==> config.mk <==
export PLATFORM = sky130hd
export DESIGN_NAME = gated_running_median_filter_top
export DESIGN_NICKNAME = d
export VERILOG_FILES = /design/src/hw/rtl/grmf_pkg.sv /design/src/hw/rtl/gated_running_median_filter_top.sv /design/src/hw/rtl/grmf_median.sv /design/src/hw/rtl/grmf_filter.sv
export SDC_FILE = /design/constraint.sdc
export NUM_CORES = 1
export LEC_CHECK = 0
export BUFFER_PORTS_ARGS = -buffer_cell sky130_fd_sc_hd__buf_4
export CELL_PAD_IN_SITES_DETAIL_PLACEMENT = 1
export CELL_PAD_IN_SITES_GLOBAL_PLACEMENT = 2
export CORE_MARGIN = 10
export CORE_UTILIZATION = 43
export DETAILED_ROUTE_END_ITERATION = 6
export PLACE_DENSITY = 0.85
export SLEW_MARGIN = 20
export SYNTH_ARGS = -nofsm -noshare
export SYNTH_HDL_FRONTEND = slang
export SYNTH_SLANG_ARGS = --single-unit
==> constraint.sdc <==
create_clock -name clk -period 19.6 [get_ports clk]
set_input_delay 0.98 -clock clk [delete_from_list [all_inputs] [get_ports clk]]
set_output_delay 0.98 -clock clk [all_outputs]
set_load 0.005 [all_outputs]
==> src/hw/rtl/grmf_pkg.sv <==
`timescale 1ns / 1ps

package grmf_pkg;

  // Window depth of the running median (legal range 1 to 15).
  localparam int WINDOW = 5;

  localparam int SAMPLE_W = 24;
  localparam int GATE_W   = 23;
  localparam int CNT_W    = $clog2(WINDOW + 1);
  localparam int SLOT_W   = (WINDOW > 1) ? $clog2(WINDOW) : 1;

  // Configuration port.
  localparam int APB_DW = 32;
  localparam int ADDR_W = 3;

  // Register index, taken from paddr[2].
  localparam logic REG_GATE = 1'b0;

  localparam logic [GATE_W-1:0] GATE_RESET = GATE_W'(500000);

  typedef logic signed [SAMPLE_W-1:0] sample_t;
  typedef logic [WINDOW-1:0][SAMPLE_W-1:0] win_t;

  typedef struct packed {
    logic    accepted;
    sample_t median;
  } res_t;

endpackage

==> src/hw/rtl/gated_running_median_filter_top.sv <==
`timescale 1ns / 1ps

// Gated running median filter for signed distance samples in millimetres.
// Items come in on the s_t* stream; each carries one 24-bit two's complement
// sample. Every input item yields exactly one result item on the m_t* stream:
// m_tuser says whether the sample passed the jump gate, and m_tdata holds the
// median of the last accepted samples (zero when the sample was rejected).
// A sample is rejected when its distance from the last accepted sample is
// strictly larger than gate_mm; the first sample after reset always passes.
// gate_mm is written through the APB port at byte address 0; the user must
// change it only while no item is in flight, as the block does not enforce it.
// An item accepted from the s_t* stream is held in the input register, and its
// result is then loaded into the output register, which drives m_tvalid.
// Throughput is one item per cycle while the receiver does not stall; gate
// check, window update and the five-entry rank select all sit between those
// two registers, and the state update for one item is in place before the
// next one reaches the gate.
// When the receiver stalls, the result waits in the output register and the
// input register still takes one more item; s_tready drops only once both
// are full. Reset empties the window, forgets the last sample, clears both
// registers' valid flags and sets gate_mm back to 500000 mm.

module gated_running_median_filter_top (
  input  logic                          clk,
  input  logic                          rst,
  // Input stream.
  input  logic                          s_tvalid,
  output logic                          s_tready,
  input  logic [23:0]                   s_tdata,   // [23:0] sample_mm
  // Result stream.
  output logic                          m_tvalid,
  input  logic                          m_tready,
  output logic [23:0]                   m_tdata,   // [23:0] median_mm
  output logic [0:0]                    m_tuser,   // [0] accepted
  // Configuration port.
  input  logic                          psel,
  input  logic                          penable,
  input  logic                          pwrite,
  input  logic [grmf_pkg::ADDR_W-1:0]   paddr,
  input  logic [grmf_pkg::APB_DW-1:0]   pwdata,
  output logic [grmf_pkg::APB_DW-1:0]   prdata,
  output logic                          pready
);
  import grmf_pkg::*;

  logic [GATE_W-1:0] gate_mm;
  logic              wr_en;
  res_t              res;

  // Registers sit on 4-byte boundaries; the low address bits are ignored.
  assign pready = 1'b1;
  assign wr_en  = psel && penable && pwrite && pready;

  always_ff @(posedge clk) begin
    if (rst) begin
      gate_mm <= GATE_RESET;
    end else if (wr_en && paddr[2] == REG_GATE) begin
      gate_mm <= pwdata[GATE_W-1:0];
    end
  end

  always_comb begin
    case (paddr[2])
      REG_GATE: prdata = APB_DW'(gate_mm);
      default:  prdata = '0;
    endcase
  end

  grmf_filter u_filter (
    .clk       (clk),
    .rst       (rst),
    .gate_mm   (gate_mm),
    .in_valid  (s_tvalid),
    .in_ready  (s_tready),
    .in_sample (s_tdata),
    .out_valid (m_tvalid),
    .out_ready (m_tready),
    .out_res   (res)
  );

  assign m_tdata    = res.median;
  assign m_tuser[0] = res.accepted;

endmodule

==> src/hw/rtl/grmf_median.sv <==
`timescale 1ns / 1ps

module grmf_median (
  input  grmf_pkg::win_t                 win,
  input  logic [grmf_pkg::CNT_W-1:0]     cnt,
  output grmf_pkg::sample_t              median
);
  import grmf_pkg::*;

  logic [CNT_W-1:0] pos [WINDOW];
  logic [WINDOW-1:0] used;
  logic [CNT_W-1:0] mid;

  // Each entry's place in a stable ascending order is the number of filled
  // entries that sort ahead of it; ties are broken by slot index.
  always_comb begin
    mid = cnt >> 1;
    for (int i = 0; i < WINDOW; i++) begin
      used[i] = CNT_W'(i) < cnt;
    end
    for (int i = 0; i < WINDOW; i++) begin
      pos[i] = '0;
      for (int j = 0; j < WINDOW; j++) begin
        if (j != i && used[j]) begin
          if ($signed(win[j]) < $signed(win[i]) ||
              (win[j] == win[i] && j < i)) begin
            pos[i] = pos[i] + CNT_W'(1);
          end
        end
      end
    end
    median = '0;
    for (int i = 0; i < WINDOW; i++) begin
      if (used[i] && pos[i] == mid) begin
        median = win[i];
      end
    end
  end

endmodule

==> src/hw/rtl/grmf_filter.sv <==
`timescale 1ns / 1ps

module grmf_filter (
  input  logic                          clk,
  input  logic                          rst,
  input  logic [grmf_pkg::GATE_W-1:0]   gate_mm,
  input  logic                          in_valid,
  output logic                          in_ready,
  input  grmf_pkg::sample_t             in_sample,
  output logic                          out_valid,
  input  logic                          out_ready,
  output grmf_pkg::res_t                out_res
);
  import grmf_pkg::*;

  // Input register.
  logic    stg_valid;
  sample_t stg_sample;
  logic    adv;

  // Filter state.
  sample_t           last_sample;
  logic              have_last;
  win_t              win;
  logic [SLOT_W-1:0] slot;
  logic [CNT_W-1:0]  cnt;

  win_t               win_next;
  logic [SLOT_W-1:0]  slot_next;
  logic [CNT_W-1:0]   cnt_next;
  logic signed [SAMPLE_W:0] diff;
  logic [SAMPLE_W:0]  abs_diff;
  logic               reject;
  sample_t            median;

  assign adv      = stg_valid && (!out_valid || out_ready);
  assign in_ready = !stg_valid || adv;

  always_ff @(posedge clk) begin
    if (rst) begin
      stg_valid <= 1'b0;
    end else if (in_valid && in_ready) begin
      stg_valid <= 1'b1;
    end else if (adv) begin
      stg_valid <= 1'b0;
    end
    if (in_valid && in_ready) begin
      stg_sample <= in_sample;
    end
  end

  // Gate: full-precision difference, so it never wraps.
  always_comb begin
    diff     = (SAMPLE_W + 1)'(stg_sample) - (SAMPLE_W + 1)'(last_sample);
    abs_diff = diff[SAMPLE_W] ? (SAMPLE_W + 1)'(-diff) : (SAMPLE_W + 1)'(diff);
    reject   = have_last && (abs_diff > (SAMPLE_W + 1)'(gate_mm));
  end

  always_comb begin
    for (int i = 0; i < WINDOW; i++) begin
      win_next[i] = (SLOT_W'(i) == slot) ? stg_sample : win[i];
    end
    slot_next = (slot == SLOT_W'(WINDOW - 1)) ? '0 : slot + SLOT_W'(1);
    cnt_next  = (cnt == CNT_W'(WINDOW)) ? cnt : cnt + CNT_W'(1);
  end

  grmf_median u_median (
    .win    (win_next),
    .cnt    (cnt_next),
    .median (median)
  );

  always_ff @(posedge clk) begin
    if (rst) begin
      last_sample <= '0;
      have_last   <= 1'b0;
      slot        <= '0;
      cnt         <= '0;
    end else if (adv && !reject) begin
      last_sample <= stg_sample;
      have_last   <= 1'b1;
      slot        <= slot_next;
      cnt         <= cnt_next;
    end
    if (adv && !reject) begin
      win <= win_next;
    end
  end

  // Result register.
  always_ff @(posedge clk) begin
    if (rst) begin
      out_valid <= 1'b0;
    end else if (adv) begin
      out_valid <= 1'b1;
    end else if (out_ready) begin
      out_valid <= 1'b0;
    end
    if (adv) begin
      out_res.accepted <= !reject;
      out_res.median   <= reject ? '0 : median;
    end
  end

`ifndef SYNTHESIS
  a_cnt_range: assert property (@(posedge clk) disable iff (rst)
    cnt <= CNT_W'(WINDOW))
    else $error("fill count beyond window depth");

  a_slot_range: assert property (@(posedge clk) disable iff (rst)
    slot <= SLOT_W'(WINDOW - 1))
    else $error("write slot beyond window depth");

  a_reject_zero: assert property (@(posedge clk) disable iff (rst)
    out_valid && !out_res.accepted |-> out_res.median == '0)
    else $error("rejected item carries a nonzero median");

  a_last_update: assert property (@(posedge clk) disable iff (rst)
    adv && !reject |=> have_last && last_sample == $past(stg_sample))
    else $error("accepted sample not kept as last sample");

  a_fill_order: assert property (@(posedge clk) disable iff (rst)
    cnt < CNT_W'(WINDOW) |-> CNT_W'(slot) == cnt)
    else $error("write slot out of step with fill count");
`endif

endmodule
==> reports/metrics.cfg <==
[pwr]
leakage_nw = 9.64
swShare_pct = 35.0
powerDensity_nw_per_um2 = 80.1
clockPowerShare_pct = 34.7
seqPwrFrac_pct = 31.6
irDropWorstVdd_v = 0.0000713
internal_power_mw = 1.18
p_switching_mw = 0.633
comb_power_share_pct = 33.7

[layout]
fillers = 5354
drive_gt1_share_pct = 14.5
final_cell_mix = ha_1, inv_1, a21oi_1
syn2layout_area_growth_pct = 11.7
stdcell_area_um2 = 22600
diodes = 0
multi_input_area_um2 = 12900
fin_nets = 2618
final_common_cell = ha_1
regArea_um2 = 6200

[critical_path]
endpoint = u_filter.out_res[13]$_SDFFCE_PP0P_
cp_top_family = simple AND/OR/NAND/NOR gates
worst_setup_path_start_kind = register
slowest_stage = nor4_1
path_buf_inv = 1
r2r_start = u_filter.slot[0]$_SDFFE_PP0P_
r2r_slack_ns = 11.39
startpoint = u_filter.slot[0]$_SDFFE_PP0P_
worstSetupEndpointType = register
cp_slowest_stage_delay_ns = 0.98
worst-path-max-fanout = 25
crit_required_ns = 20.01
crit_type = reg -> reg
worstReg2RegEnd = u_filter.out_res[13]$_SDFFCE_PP0P_
r2r_cells = 26
arrival_ns = 8.62
worst-path-stages = 26

[timing]
rsz0062_at_grt = false
finalSetupTns_ns = 0
fin_crit_ns = 8.21
relSlewSlack_pct = 25.4
setup_violations = 0
max_slew.worst_pin.slew_ns = 1.11
fmax_ghz = 0.122
final-hold-violation-count = 0
fin_crit_sh_pct = 41.9
slew_violations = 0
fin_skew_ns = 0.0267

[route]
post_drt_wl_per_cell_um = 25.0
drt-total-wl_mm = 72.0
drcViolationCount = 0
first_pass_iters = 5
ant_nets = 0
viasPerCell = 6.20
vias = 17900
drtIter0Drc = 1171

[logic_synthesis]
ys.flop_type = edfxtp_1
synthTopCellsByArea = edfxtp_1, ha_1, dfxtp_1
yosysSeqAreaShare_pct = 30.6
synth_top_area_cell = edfxtp_1
syn_inst = 2192
synth-seq-cells = 225
ys.warnings.count = 0
synth-edff-count = 169
syn_avg_cell_area_um2 = 9.22
synth_cell_types = 88
synth_top_area_share_pct = 25.1
syn_area_um2 = 20200
async_flop_share_pct = 0

[floorplanning]
initial_utilization_pct = 43.4
ioPinCount = 126
rows = 79
die_y_um = 237
die_w_um = 237
fp.coreArea_um2 = 46600
die-area_um2 = 56100

[global_routing]
grt_pass1_wl_mm = 110
grt-ovfl-total = 0
grt_max_degree = 81
grtUsageTotal_pct = 24.7
antenna_found_initial = 1
grt_pass1_vias = 18900

[clock_network]
cts_tree = done
cts_num_sinks = 225
ctsHtreeMaxLevel = 1
cts_resized = 0
cts_hold_buf = 0
cts-root-buf = clkbuf_16
cts_buffers = 29
clk-insertion-delay-late_ns = 0.60
cts_setup_buffers = 0
clk_pin_slew_ns = 0.06
clockBufferDepth = 3

[placement]
dpl-instance-area_um2 = 21500
gp_congestion = 0.944
port_buffers = 104
dp_hpwl_mm = 53.6

[status]
status = finished, final reports clean

[worst_hold_path]
hold_class = reg -> reg

[flow_run]
max-cap-violations = 0

[how the worst min path moves through the flow]
stage	startpoint	endpoint	slack, ns	depth (start not counted)
after floorplan	gate_mm[10]$_SDFFE_PP0P_	gate_mm[10]$_SDFFE_PP0P_	0.44	2
after global placement	gate_mm[7]$_SDFFE_PP0P_	gate_mm[7]$_SDFFE_PP0P_	0.44	2
after detailed placement	gate_mm[12]$_SDFFE_PP0P_	gate_mm[12]$_SDFFE_PP0P_	0.45	2
after CTS	gate_mm[2]$_SDFFE_PP0P_	gate_mm[2]$_SDFFE_PP0P_	0.46	2
after global routing	gate_mm[7]$_SDFFE_PP0P_	gate_mm[7]$_SDFFE_PP0P_	0.48	2
final	gate_mm[11]$_SDFFE_PP0P_	gate_mm[11]$_SDFFE_PP0P_	0.45	2
[routing by layer]
| layer | track usage (%) | up-vias | wire length (um) |
|---|---|---|---|
| li1 | - | 8331 | - |
| met1 | 30.1 | 8977 | 30600 |
| met2 | 43.7 | 443 | 35400 |
| met3 | 3.81 | 109 | 3780 |
| met4 | 7.37 | 0 | 2150 |
| met5 | 0 | - | 0 |
[synth_stat cells (all sizes together), types with 6 or more instances]
library cell  number
a21oi            176
o21ai            120
a211oi            16
inv              180
o2111ai            9
buf               46
xnor2             35
o21bai             8
a21o              51
dfxtp             56
o211a              6
nand4             57
clkbuf            59
and3              16
nand2b            27
nor2             126
xor2              16
nor3              28
and2              13
or3               13
a31oi             39
ha               301
a2111oi            9
nor4              11
nand3             62
nand2            170
a41o              24
o21a              24
nor2b             24
a311oi            25
edfxtp           169
a211o              9
o31ai             14
o211ai            25
or4                9
mux2              98
mux2i             36
[registers in the layout, summed over array words and instances, names as in the netlist]
signal and cells:
u_filter.out_res 25, u_filter.out_valid 1, u_filter.cnt 3, u_filter.stg_valid 1, gate_mm 23, u_filter.win 120
u_filter.slot 3, u_filter.last_sample 24, u_filter.stg_sample 24, u_filter.have_last 1
[layout make-up]
class	count	share of cell area, %
clock buffers	35	3.40
clock inverters	19	1.45
inverters	180	2.99
multi-input cells	1690	57.2
flip-flops and latches	225	27.4
well taps	607	3.36
repair buffers	124	4.14
[worst min-delay path: cells and delay by family, from the launching register on]
kind | cells | cell delay [ns]
AND/OR/NAND/NOR | 1 | 0.05
AO/OA/AOI/OAI | 1 | 0.05
flip-flops | 1 | 0.31
[power groups by stage]
stage          Combinational [mW]  Clock (mW)  Sequential (mW)
3_3_place_gp                0.580           0            0.579
6_report                    0.610       0.627            0.572
4_1_cts                     0.607       0.636            0.571
5_1_grt                     0.673       0.653            0.575
3_5_place_dp                0.600           0            0.581
2_1_floorplan               0.421           0            0.575
[per-stage QoR]
step	worst slack (ns)	hold WS (ns)	utilization [%]	total power [mW]	instances
floorplan	9.05	0.436	-	0.996	2200
detailed placement	11.50	0.452	46.1	1.18	2826
finish	11.39	0.455	48.5	1.81	2880
global route	10.97	0.485	48.5	1.90	2880
global placement	11.67	0.443	46.1	1.16	2826
CTS	11.46	0.460	48.5	1.81	2880
[logic make-up after synthesis]
| kind of cell | synth area share, % |
|---|---|
| compound gates | 20.4 |
| simple gates | 14.3 |
| other cells | 0.0371 |
| flops | 30.6 |
| xor+xnor | 2.21 |
| fa+ha+maj | 18.8 |
| buf+inv | 5.96 |
| mux | 7.61 |
Note: power is estimated with default switching activity, not from simulation.
